--- src/rtl/gbf_pkg.sv ---
`timescale 1ns / 1ps

package gbf_pkg;

  localparam int MAX_WIDTH   = 1024;
  localparam int MAX_HEIGHT  = 4096;
  localparam int COL_W       = $clog2(MAX_WIDTH);
  localparam int ROW_W       = $clog2(MAX_HEIGHT);
  localparam int WREG_W      = 11;
  localparam int HREG_W      = 13;
  localparam int PIX_W       = 8;
  localparam int WINDOW      = 5;
  localparam int LINE_W      = PIX_W * (WINDOW - 1);
  localparam int CSUM_W      = 11;
  localparam int WSUM_W      = 13;
  localparam int GSUM_W      = 24;
  localparam int PROD_W      = 2 * WSUM_W;
  localparam int MIN_DIM     = 5;
  localparam int BORDER      = 2;
  localparam int QUEUE_DEPTH = 8;
  localparam int PTR_W       = $clog2(QUEUE_DEPTH);
  localparam int CNT_W       = $clog2(QUEUE_DEPTH + 1);

  localparam logic [GSUM_W-1:0] GRAY_R_COEF = 24'd13763;
  localparam logic [GSUM_W-1:0] GRAY_G_COEF = 24'd46530;
  localparam logic [GSUM_W-1:0] GRAY_B_COEF = 24'd4588;

  // floor(s / 25) == (s * 5243) >> 17 for every window sum s
  localparam logic [PROD_W-1:0] MEAN_RECIP = 26'd5243;
  localparam int                MEAN_SHIFT = 17;

  localparam logic [WREG_W-1:0] WIDTH_RESET  = 11'd640;
  localparam logic [HREG_W-1:0] HEIGHT_RESET = 13'd480;

  localparam logic REG_IMAGE_WIDTH  = 1'b0;
  localparam logic REG_IMAGE_HEIGHT = 1'b1;

  typedef struct packed {
    logic [COL_W-1:0] x;
    logic [ROW_W-1:0] y;
    logic [PIX_W-1:0] gray;
    logic             win;
    logic             bord;
    logic             last;
  } pix_ctrl_t;

  typedef struct packed {
    pix_ctrl_t        ctrl;
    logic [PIX_W-1:0] mean;
  } res_rec_t;

endpackage

--- src/rtl/gbf_cell.sv ---
`timescale 1ns / 1ps

module gbf_cell (
  input  logic                       clk,
  input  logic                       rst,
  input  logic                       shift,
  input  logic [gbf_pkg::CSUM_W-1:0] sum_in,
  output logic [gbf_pkg::CSUM_W-1:0] sum_out
);
  import gbf_pkg::*;

  // one window column, held as its gray sum
  always_ff @(posedge clk) begin
    if (rst) begin
      sum_out <= '0;
    end else if (shift) begin
      sum_out <= sum_in;
    end
  end

endmodule

--- config.mk ---
export PLATFORM = sky130hd
export DESIGN_NAME = gbf_cell
export DESIGN_NICKNAME = d
export VERILOG_FILES = /design/src/rtl/gbf_pkg.sv /design/src/rtl/gbf_cell.sv
export SDC_FILE = /design/constraint.sdc
export NUM_CORES = 1
export LEC_CHECK = 0
export ABC_CLOCK_PERIOD_IN_PS = 800
export BUFFER_PORTS_ARGS = -buffer_cell sky130_fd_sc_hd__buf_2
export CELL_PAD_IN_SITES_DETAIL_PLACEMENT = 1
export CELL_PAD_IN_SITES_GLOBAL_PLACEMENT = 1
export CORE_MARGIN = 2
export CORE_UTILIZATION = 24
export CTS_BUF_LIST = sky130_fd_sc_hd__clkbuf_16
export CTS_CLUSTER_DIAMETER = 100
export DETAILED_ROUTE_END_ITERATION = 12
export PLACE_DENSITY = 0.76
export SYNTH_ARGS = -nofsm -noshare
export SYNTH_HDL_FRONTEND = slang
export SYNTH_SLANG_ARGS = --single-unit
--- constraint.sdc ---
create_clock -name clk -period 0.8 [get_ports clk]
set_clock_uncertainty 0.15 [all_clocks]
set_input_delay 0.04 -clock clk [delete_from_list [all_inputs] [get_ports clk]]
set_output_delay 0.04 -clock clk [all_outputs]
set_load 0.005 [all_outputs]
; Word level (Yosys, flattened, before mapping)
; Index checks and enable logic that the tools add are counted.
[word_totals]
reg_bits = 11
inputBits = 14
elab_cells = 1

; Longest topological paths before layout
[depth]
ltp_word = 0
ltp_mapped = 3
ltp_nobuf = 2

; Least setup slack after synthesis
; No wires, ideal clock.
[synth_path]
kind = register to register
start = register, netlist name sum_out[0]
end = register sum_out[0] (netlist name)
setup_time_ns = 0.128
t_arrival_ns = 0.450
required_time_ns = 0.522
slack_ns = 0.073
stages_incl_launch_ff = 3
path_buffers = 0
path_cell_list = dfxtp_1 -> mux2i_1 -> nor2_1
[synth_lines]
columns = element, line
row1 = to (signal assigned), gbf_cell.sv:17  ; sum_out <= sum_in;
row2 = to (decl), gbf_cell.sv:8  ; output logic [gbf_pkg::CSUM_W-1:0] sum_out

; Worst setup path after layout
[layout_path]
start = register sum_out[7] (netlist name)
end = output sum_out[7] (netlist name)
; No word-level cell between the ends.

==> results.tsv <==
metric	value	unit
status	finished, violations left	
failing checks	hold timing, setup timing	
hold_sp	sum_in[1]	
# diodes	0	
TritonCTS clock tree	done	
Cell Rows	14	
clock root buffer	clkbuf_16	
Clk pin slew, worst setup/hold paths	0.04	ns
Seq pwr share	0.369	
Worst IR Drop VDD	0.00139	V
Vias per Instance	4.40	
Fin. Hold Viols	11	
syn_nets	49	
Critical Path RT	0.61	ns
crit start category	register	
Syn Area/Cell	11.0	µm²
synth top area cells	dfxtp_1, mux2i_1, nor2_1	
Worst Hold Class	in2reg	
Num CTS Buffers	3	
final setup fails	11	
Initial DRT Pass Iterations	1	
dpl cell area	532	µm²
Synth Instances	35	
PD cells	2580	nW/µm²
fin. max-slew vios	0	
ANT nets after route	0	
delay of the slowest critical-path stage	0.31	ns
clock power share	0.537	
Int Pwr	1.34	mW
most flop-heavy register	sum_out	
Critical R2R Launch	sum_out[6]$_SDFFE_PP0P_	
Initial Utilization	0.257	
design area	637	µm²
crit-path leading delay family	flip-flops	
kind of critical path	reg2out	
Worst Setup SP	sum_out[7]$_SDFFE_PP0P_	
RSZ-0062 raised after global routing	yes	
Synth top cells by count	dfxtp_1, mux2i_1, nor2_1	
DRC	0	
via count	343	
Synth cell types	5	
Sw Ratio	0.186	
global-route wire length before repair	1.31	mm
synthesis-to-layout area growth	64.7	%
CTS Sinks	11	
highest-delay cell along the critical path	dfxtp_2	
EDFF count, synth	0	
Worst Path Arrival	0.66	ns
CTS HTree Levels	1	
Slew HR	0.864	
Worst-Margin Slew	0.204	ns
fraction of layout cells with a size suffix above 1	0.629	
core box area	1510	µm²
Die H	44.1	µm
mapped cell area	387	µm²
vias in the first global route	321	
gr ovfl total	0	
Logic pwr share	0.093	
Final Net Count	77	
largest net degree at the start of global routing	12	
WL final	867	µm
die width	44.1	µm
top cell type's share of synthesized area	0.570	
Die Area	1950	µm²
Yosys warning count	0	
Fillers	175	
Pleak	0.340	nW
Detail Placement HPWL	632	µm
Ports	25	
DR WL/cell	11.1	µm
Starting DRT DRC Count	0	
post-CTS setup buffers	0	
main flop type after synthesis	dfxtp_1	
Regs by FF count	sum_out: 11 flops	
Tot Pwr	1.64	mW
ys async rst share	0	
Place WS	-0.0131	ns
Max clock buf depth	2	
min Tclk post-route	0.851	ns
GP Congestion	0.515	
CP endpoint kind	output port	
buffers and inverters on the worst path	1	
CP Max Fanout	2	
worst-path cell chain	buf_2	
Largest register FFs	11	
Total GRT Usage	0.0972	
Synth Register Bits	11	
final worst slack	-0.0513	ns
sequential-to-total area share from yosys stat	0.570	
NetSw	305	µW
hold_ws	-0.109	ns
MaxCap Viol Count	0	
initial antenna violation count	0	
Final Cycle Share	1.06	
Achievable Freq	1170	MHz
clk_lat worst skew	0.23	ns
input/output buffers	24	
area leader, netlist	dfxtp_1	
==> layout by cell type (no fill, tap or decap), drive strengths merged <==
cell and instances:
mux2i 11, clkbuf 3, dfxtp 11, buf 25, inv 1, nor2 11
==> logic make-up after synthesis <==
group / share of synthesized area
AND/OR/NAND/NOR: 0.107
flip-flops: 0.570
buffers and inverters: 0.0388
multiplexers: 0.285
==> worst paths after layout <==
check | to | slack [ns] | cells after the start
worst min-delay path | sum_out[1]$_SDFFE_PP0P_ | -0.11 | 3
worst min register to register | sum_out[1]$_SDFFE_PP0P_ | 0.32 | 2
worst max-delay path | sum_out[7] | -0.05 | 1
worst max register to register | sum_out[6]$_SDFFE_PP0P_ | 0.04 | 2
==> power groups by stage <==
stage          registers (mW)  clock network [mW]  logic (mW)
4_1_cts                 0.605               0.903       0.150
3_5_place_dp            0.607                   0       0.150
2_1_floorplan           0.611                   0      0.0661
3_3_place_gp            0.607                   0       0.146
5_1_grt                 0.609               0.942       0.170
6_report                0.606               0.882       0.153
==> cell type report <==
type                       count  area [µm²]  share of cell area
clock inverter                 1        3.75             0.00589
clock buffer                   3        75.1               0.118
sequential                    11         234               0.367
tap                           16        20.0              0.0314
timing repair buffer          25         153               0.240
multi-input combinational     22         151               0.238
==> metal layers <==
layer  vias up  global-route usage  routed length, µm
met5         -                   0                  0
met2        13               0.153                454
met1       160              0.0980                331
met4         0              0.0727                 15
li1        168                   -                  -
met3         2              0.0490                 65
==> per-stage QoR <==
stage	std cells	setup TNS, ns	util
after floorplan	35	0	-
after global placement	74	0	0.353
after detailed placement	74	-0.0507	0.353
after CTS	78	-0.605	0.414
after global routing	78	-0.744	0.423
final	78	-0.519	0.423
==> repair_timing <==
item / CTS / global route
endpoints found under the setup margin: 11 / 12
hold endpoints to repair: 11 / 11
resized for setup: 11 / 2
No activity file was read; power rests on OpenSTA's default activity.
