File: config.mk
export PLATFORM = sky130hd
export DESIGN_NAME = gbf_result_queue_flat
export DESIGN_NICKNAME = d
export VERILOG_FILES = /design/src/rtl/gbf_pkg.sv /design/src/rtl/gbf_if.sv /design/src/rtl/gbf_result_queue.sv /design/src/flat_wrapper.sv
export SDC_FILE = /design/constraint.sdc
export NUM_CORES = 1
export LEC_CHECK = 0
export ABC_AREA = 1
export BUFFER_PORTS_ARGS = -buffer_cell sky130_fd_sc_hd__buf_2
export CORE_UTILIZATION = 61
export CTS_CLUSTER_DIAMETER = 50
export DETAILED_ROUTE_END_ITERATION = 10
export GPL_ROUTABILITY_DRIVEN = 0
export HOLD_SLACK_MARGIN = 0.1
export MAX_ROUTING_LAYER = met4
export PLACE_DENSITY = 0.8
export RECOVER_POWER = 100
export REMOVE_ABC_BUFFERS = 1
export SLEW_MARGIN = 20
export SYNTH_ARGS = -nofsm -noshare
export SYNTH_HDL_FRONTEND = slang
export SYNTH_SLANG_ARGS = --single-unit
File: constraint.sdc
create_clock -name clk -period 3.92 [get_ports clk]
set_input_delay 0.784 -clock clk [delete_from_list [all_inputs] [get_ports clk]]
set_output_delay 0.784 -clock clk [all_outputs]
set_load 0.01 [all_outputs]
File: src/rtl/gbf_pkg.sv
`timescale 1ns / 1ps

package gbf_pkg;

  localparam int MAX_WIDTH   = 1024;
  localparam int MAX_HEIGHT  = 4096;
  localparam int COL_W       = $clog2(MAX_WIDTH);
  localparam int ROW_W       = $clog2(MAX_HEIGHT);
  localparam int WREG_W      = 11;
  localparam int HREG_W      = 13;
  localparam int PIX_W       = 8;
  localparam int WINDOW      = 5;
  localparam int LINE_W      = PIX_W * (WINDOW - 1);
  localparam int CSUM_W      = 11;
  localparam int WSUM_W      = 13;
  localparam int GSUM_W      = 24;
  localparam int PROD_W      = 2 * WSUM_W;
  localparam int MIN_DIM     = 5;
  localparam int BORDER      = 2;
  localparam int QUEUE_DEPTH = 8;
  localparam int PTR_W       = $clog2(QUEUE_DEPTH);
  localparam int CNT_W       = $clog2(QUEUE_DEPTH + 1);

  localparam logic [GSUM_W-1:0] GRAY_R_COEF = 24'd13763;
  localparam logic [GSUM_W-1:0] GRAY_G_COEF = 24'd46530;
  localparam logic [GSUM_W-1:0] GRAY_B_COEF = 24'd4588;

  // floor(s / 25) == (s * 5243) >> 17 for every window sum s
  localparam logic [PROD_W-1:0] MEAN_RECIP = 26'd5243;
  localparam int                MEAN_SHIFT = 17;

  localparam logic [WREG_W-1:0] WIDTH_RESET  = 11'd640;
  localparam logic [HREG_W-1:0] HEIGHT_RESET = 13'd480;

  localparam logic REG_IMAGE_WIDTH  = 1'b0;
  localparam logic REG_IMAGE_HEIGHT = 1'b1;

  typedef struct packed {
    logic [COL_W-1:0] x;
    logic [ROW_W-1:0] y;
    logic [PIX_W-1:0] gray;
    logic             win;
    logic             bord;
    logic             last;
  } pix_ctrl_t;

  typedef struct packed {
    pix_ctrl_t        ctrl;
    logic [PIX_W-1:0] mean;
  } res_rec_t;

endpackage

File: src/rtl/gbf_if.sv


interface gbf_result_if;
  logic        valid;
  logic        ready;
  logic [9:0]  pixel_x;
  logic [11:0] pixel_y;
  logic [7:0]  gray_value;
  logic        last_of_run;

  modport source (output valid, output pixel_x, output pixel_y, output gray_value,
                  output last_of_run, input ready);
  modport sink   (input valid, input pixel_x, input pixel_y, input gray_value,
                  input last_of_run, output ready);
endinterface

File: src/rtl/gbf_result_queue.sv
`timescale 1ns / 1ps

module gbf_result_queue (
  input  logic                      clk,
  input  logic                      rst,
  input  logic                      push,
  input  gbf_pkg::res_rec_t         push_rec,
  output logic [gbf_pkg::CNT_W-1:0] count,
  gbf_result_if.source              result
);
  import gbf_pkg::*;

  res_rec_t         entry [QUEUE_DEPTH];
  logic [PTR_W-1:0] wr_ptr;
  logic [PTR_W-1:0] rd_ptr;
  logic             sent_win;
  res_rec_t         head;
  logic             send_win;
  logic             fire;
  logic             pop;

  assign head     = entry[rd_ptr];
  assign fire     = result.valid && result.ready;
  assign send_win = head.ctrl.win && !sent_win;
  // a record with both results leaves after its second beat
  assign pop      = fire && !(send_win && head.ctrl.bord);

  always_comb begin
    result.valid = (count != '0);
    if (send_win) begin
      result.pixel_x     = head.ctrl.x - COL_W'(BORDER);
      result.pixel_y     = head.ctrl.y - ROW_W'(BORDER);
      result.gray_value  = head.mean;
      result.last_of_run = 1'b0;
    end else begin
      result.pixel_x     = head.ctrl.x;
      result.pixel_y     = head.ctrl.y;
      result.gray_value  = head.ctrl.gray;
      result.last_of_run = head.ctrl.last;
    end
  end

  always_ff @(posedge clk) begin
    if (push) begin
      entry[wr_ptr] <= push_rec;
    end
  end

  always_ff @(posedge clk) begin
    if (rst) begin
      wr_ptr   <= '0;
      rd_ptr   <= '0;
      count    <= '0;
      sent_win <= 1'b0;
    end else begin
      if (push) begin
        wr_ptr <= wr_ptr + PTR_W'(1);
      end
      if (pop) begin
        rd_ptr <= rd_ptr + PTR_W'(1);
      end
      count <= count + CNT_W'(push) - CNT_W'(pop);
      if (pop) begin
        sent_win <= 1'b0;
      end else if (fire) begin
        sent_win <= 1'b1;
      end
    end
  end

  a_no_overflow: assert property (@(posedge clk) disable iff (rst)
    push |-> (count < CNT_W'(QUEUE_DEPTH)))
    else $error("result queue written while full");

  a_half_sent: assert property (@(posedge clk) disable iff (rst)
    sent_win |-> (count != '0) && head.ctrl.win && head.ctrl.bord)
    else $error("window beat marked sent on a record without a border beat");

endmodule

File: src/flat_wrapper.sv
// flat-port wrapper written by rule: the top's interface ports become plain ports
module gbf_result_queue_flat import gbf_pkg::*;
  (clk, rst, push, push_rec, count, result_valid, result_pixel_x, result_pixel_y, result_gray_value, result_last_of_run, result_ready);
  gbf_result_if result_i ();
  input  logic clk;
  input  logic rst;
  input  logic push;
  input  gbf_pkg::res_rec_t push_rec;
  output logic [gbf_pkg::CNT_W-1:0] count;
  output wire logic [$bits(result_i.valid)-1:0] result_valid;
  output wire logic [$bits(result_i.pixel_x)-1:0] result_pixel_x;
  output wire logic [$bits(result_i.pixel_y)-1:0] result_pixel_y;
  output wire logic [$bits(result_i.gray_value)-1:0] result_gray_value;
  output wire logic [$bits(result_i.last_of_run)-1:0] result_last_of_run;
  input wire logic [$bits(result_i.ready)-1:0] result_ready;
  assign result_valid = result_i.valid;
  assign result_pixel_x = result_i.pixel_x;
  assign result_pixel_y = result_i.pixel_y;
  assign result_gray_value = result_i.gray_value;
  assign result_last_of_run = result_i.last_of_run;
  assign result_i.ready = result_ready;
  gbf_result_queue u_core (.clk(clk), .rst(rst), .push(push), .push_rec(push_rec), .count(count), .result(result_i));
endmodule
# Yosys cells after proc, flatten, opt, wreduce, memory -nomap -nowiden
# Memories as Yosys holds them, arrays and structs flattened. A register that Yosys moved wholly into a read port is not among the register bits.
# Cells that the tools add are included.
# Widths: inputs -> output; s select.
# totals
regBits	11
memories	1
in_bits	45
ramBits	328
output_inout_bits	36
wordCells	27
# op_classes
n_reduce_logical	8
addsub	6
muxes	8
# memory_table
memory	depth	width	rd	rd_clocked_by_memory_dff	wr	line_no	rtl
u_core.entry	8	41	1	1	1	gbf_result_queue.sv:13	res_rec_t entry [QUEUE_DEPTH];
# ops
operator	count
$mux 12	1
$sub 12x2->12 const B	1
$mux 10	1
$sub 10x2->10 const B	1
$mux 8	1
$add 3x1->3 const B	2
$mux 3	2
$add 4x1->4	1
$logic_and 1x1->1	4
$reduce_bool 4->1	1
$sub 4x1->4	1
$mux 1	3
$logic_not 1->1	2
$reduce_or 2->1	1

# Logic depth before layout (Yosys ltp)
# depth
word_depth	7
ltp_mapped	18
mapped_depth_nobuf	16

# Worst setup path before layout
# Ideal clock, no wire load.
# synth_path
path_type	input to register
start	input push
end	memory u_core.entry[0][0] (netlist bit) (enable)
setup_time_ps	439
setup_slack_ps	601
path_buffers	0
t_required_ps	3481
arrival_ps	2879
path_stages	3
path_cell_list	inv_1 -> or2_2 -> nor2_1
# synth_between
elab_chain_len	2
# synth_lines
element	line_no	rtl
start: declaration	flat_wrapper.sv:7	input logic push;
$mux 1	gbf_result_queue.sv:44	if (push) begin
$mux 1 (not written as such)	gbf_result_queue.sv:45	entry[wr_ptr] <= push_rec;
end: declaration	gbf_result_queue.sv:13	
# No other way between the ends.

==> flow_summary_export.csv <==
group,metric,value,unit
run_status,status,"finished, violations left",
run_status,violations,"capacitance limit, slew limit",
clock_network,insertion_delay,510,ps
detailed_routing,ant_nets,0,
logic_synthesis,ys_top_cells_by_area,"edfxtp_1 68%, nand2_1 7.5%, nor2_1 4.2%, o21ai_0 3.2%, nand3_1 2.9%",
global_route,grt_pass1_vias,9223,
clock_network,clockBufferDepth,3,
pwr,static-leakage-power,6.04,nW
floorplanning,die_w,156,µm
place,port_buffers,80,
final_layout,fillers,1632,
worst_hold_path,hp-start,"u_core.wr_ptr[0]$_SDFFE_PP0P_",
detailed_routing,drt-pass1-iter-count,5,
timing,finClkSkew,11.4,ps
timing,relSlewSlack,-49.8,%
final_layout,final_cell_mix,"328 x edfxtp_1, 290 x nand2_1, 162 x nor2_1",
clock_network,cts_setup_buffers,0,
worst_setup_path,arrival,2960,ps
logic_synthesis,synthDominantCellAreaShare,67.9,%
final_layout,fin_cells,1688,
timing,hold_viol_final,0,
clock_network,ctsResizeCount,0,
detailed_routing,wirelength,31.1,mm
floorplanning,die_h,156,µm
timing,finalCritPeriodShare,95.4,%
worst_setup_path,crit_type,"reg2out",
timing,setup_viol,0,
final_layout,ff_latch_area,10100,µm²
pwr,ir_worst_vdd,0.446,mV
worst_setup_path,cp_slowest_cell,"inv_2",
pwr,powerDensity,671,nW/µm²
detailed_routing,drc,0,
timing,slew_viol_final,98,
floorplanning,rows,56,
final_layout,final_common_cell,"edfxtp_1",
floorplanning,pin_count,81,
final_layout,area_delta_synth_final,10.6,%
place,place_hpwl,16.6,mm
logic_synthesis,ys.flop_type,"edfxtp_1",
clock_network,hold_buffers,0,
global_route,grt_pass1_wl,47.9,mm
detailed_routing,dr_total_vias,9627,
global_route,overflow,0,
logic_synthesis,avgSynthCellArea,11.4,µm²
pwr,p_comb_share,31.2,%
worst_setup_path,crit_required,3140,ps
clock_network,cts_root_buf,"clkbuf_16",
pwr,power_frac_clock,30.0,%
clock_network,cts_tree,"yes",
logic_synthesis,synth_largest_area_cell,"edfxtp_1",
floorplanning,coreArea,23400,µm²
logic_synthesis,synth.cell_area,14500,µm²
worst_setup_path,r2r_setup_slack,470,ps
worst_setup_path,cp_num_buf_inv,3,
global_route,grt_use_total,26.9,%
timing,finalCriticalPeriod,3740,ps
logic_synthesis,ys_seq_area_share,69.8,%
global_route,grt_antenna_before_repair,1,
worst_setup_path,cp_max_fo,26,
worst_setup_path,critPathTopFamily,"simple AND/OR/NAND/NOR gates",
clock_network,cts.sinks,342,
logic_synthesis,ys_warn_count,0,
timing,fin_setup_tns,0,ps
worst_setup_path,cp-start-kind,"flip-flop",
worst_hold_path,hp-class,"reg2reg",
final_layout,multi_input_area,3510,µm²
pwr,power.switching,3.65,mW
clock_network,h-tree-depth,2,
detailed_routing,dr.first_iter.drc_count,1057,
logic_synthesis,synth_cells,1271,
pwr,p_sw_share,33.9,%
worst_setup_path,crit_chain,"inv_2, buf_4, nor2_1, o21ai_0, nand2_1, o21ai_2, nand2_1, nor2_1, nand3_1, nand2_1, buf_2",
place,dpl.cell_count,1625,
final_layout,drive_above_1_share,7.89,%
pwr,intPower,7.11,mW
clock_network,clk_pin_slew_worst_paths,60,ps
logic_synthesis,ys_ff_latch,342,
floorplanning,start_util,62.0,%
timing,worst_slew_pin_slew,2240,ps
timing,grt_setup_unrepaired,"no",
logic_synthesis,ys_types,37,
worst_setup_path,cp_slowest_stage_delay,410,ps
final_layout,final_nets,1398,
worst_setup_path,timing.rr.start,"u_core.wr_ptr[0]$_SDFFE_PP0P_",
logic_synthesis,ys_async_sr_fraction,0,%
worst_setup_path,cp_common_cell,"nand2_1",
floorplanning,dieArea,24400,µm²
timing,fmax,0.267,GHz
global_route,grt_max_degree,142,
pwr,seqPwrFrac,38.8,%
detailed_routing,wl_per_cell,18.4,µm
worst_setup_path,end_kind,"output pin",
logic_synthesis,synth_edf_count,328,
clock_network,numCtsBuffers,35,
flow_run,cap_violations,5,
detailed_routing,via_per_inst,5.70,
## metal layers
| layer | routed length, µm | share of wire [%] | vias up | track usage (%) |
|---|---|---|---|---|
| li1 | - | - | 4512 | - |
| met1 | 12000 | 39 | 4569 | 33.2 |
| met2 | 15700 | 50 | 452 | 44.6 |
| met3 | 2540 | 8.2 | 94 | 4.11 |
| met4 | 918 | 2.9 | 0 | 11.3 |
| met5 | 0 | 0 | - | - |
## synthesized netlist by cell type (6+ instances only)
cell type	number
nand2_1	290
nand3_1	85
nand2_2	6
ha_1	9
nor2_1	163
o21ai_0	92
buf_4	14
buf_2	22
o22ai_1	37
edfxtp_1	328
buf_6	14
dfxtp_1	14
o21ai_1	14
clkbuf_1	9
a31oi_1	10
inv_1	104
a21oi_1	9
## final timing paths
check | cells after the start | end
setup / recovery | 11 | result_pixel_x[8]
hold / removal | 2 | u_core.wr_ptr[0]$_SDFFE_PP0P_
setup reg to reg | 3 | u_core.entry[6][37]$_DFFE_PP_
hold reg to reg | 2 | u_core.wr_ptr[0]$_SDFFE_PP0P_
## power by group through the flow
stage	Combinational, mW	Clock (mW)	Sequential, mW
global placement	3.30	0	4.25
detailed placement	3.41	0	4.25
finish	3.35	3.23	4.18
floorplan	2.12	0	4.44
global route	3.73	3.41	4.19
CTS	3.44	3.26	4.18
## sequential cells by signal (all words and copies together) (netlist names), named ones only
name and count:
u_core.wr_ptr 3, u_core.entry 328, u_core.rd_ptr 3, u_core.count 4, u_core.sent_win 1
## worst register-to-register path, delay by kind of cell (launching register included)
kind	cells	cell delay (ps)
simple gates	2	1780
buf+inv	1	940
flops	1	340
## cell families (layout without fill, tap and decap cells)
logic type      after synthesis  in the layout  share of synthesized area, %
xor+xnor                      7              7                         0.423
simple gates                567            567                          16.3
other cells                   0              1                             0
flops                       342            342                          69.8
compound gates              171            171                          6.52
buf+inv                     174            271                          6.01
fa+ha+maj                    10             10                         0.914
## through the flow
step	cell area, µm²	setup slack, ps	util (%)	power, mW	hold WS (ps)
6_report	16000	179	68.6	10.8	510
5_1_grt	16000	37.7	68.6	11.3	522
4_1_cts	16300	259	69.4	10.9	507
3_5_place_dp	15100	778	64.7	7.66	492
3_3_place_gp	15100	880	64.7	7.55	487
2_1_floorplan	14000	-3010	-	6.56	458
## layout make-up
type                            count  area share [%]
Multi-Input combinational cell    755            21.8
Inverter                          109            2.56
Clock buffer                       49            6.12
Tap cell                          319            2.49
Timing Repair Buffer              100            2.99
Clock inverter                     13           0.826
Sequential cell                   342            63.1
Antenna cell                        1          0.0156
(Power assumes the default switching activity.)
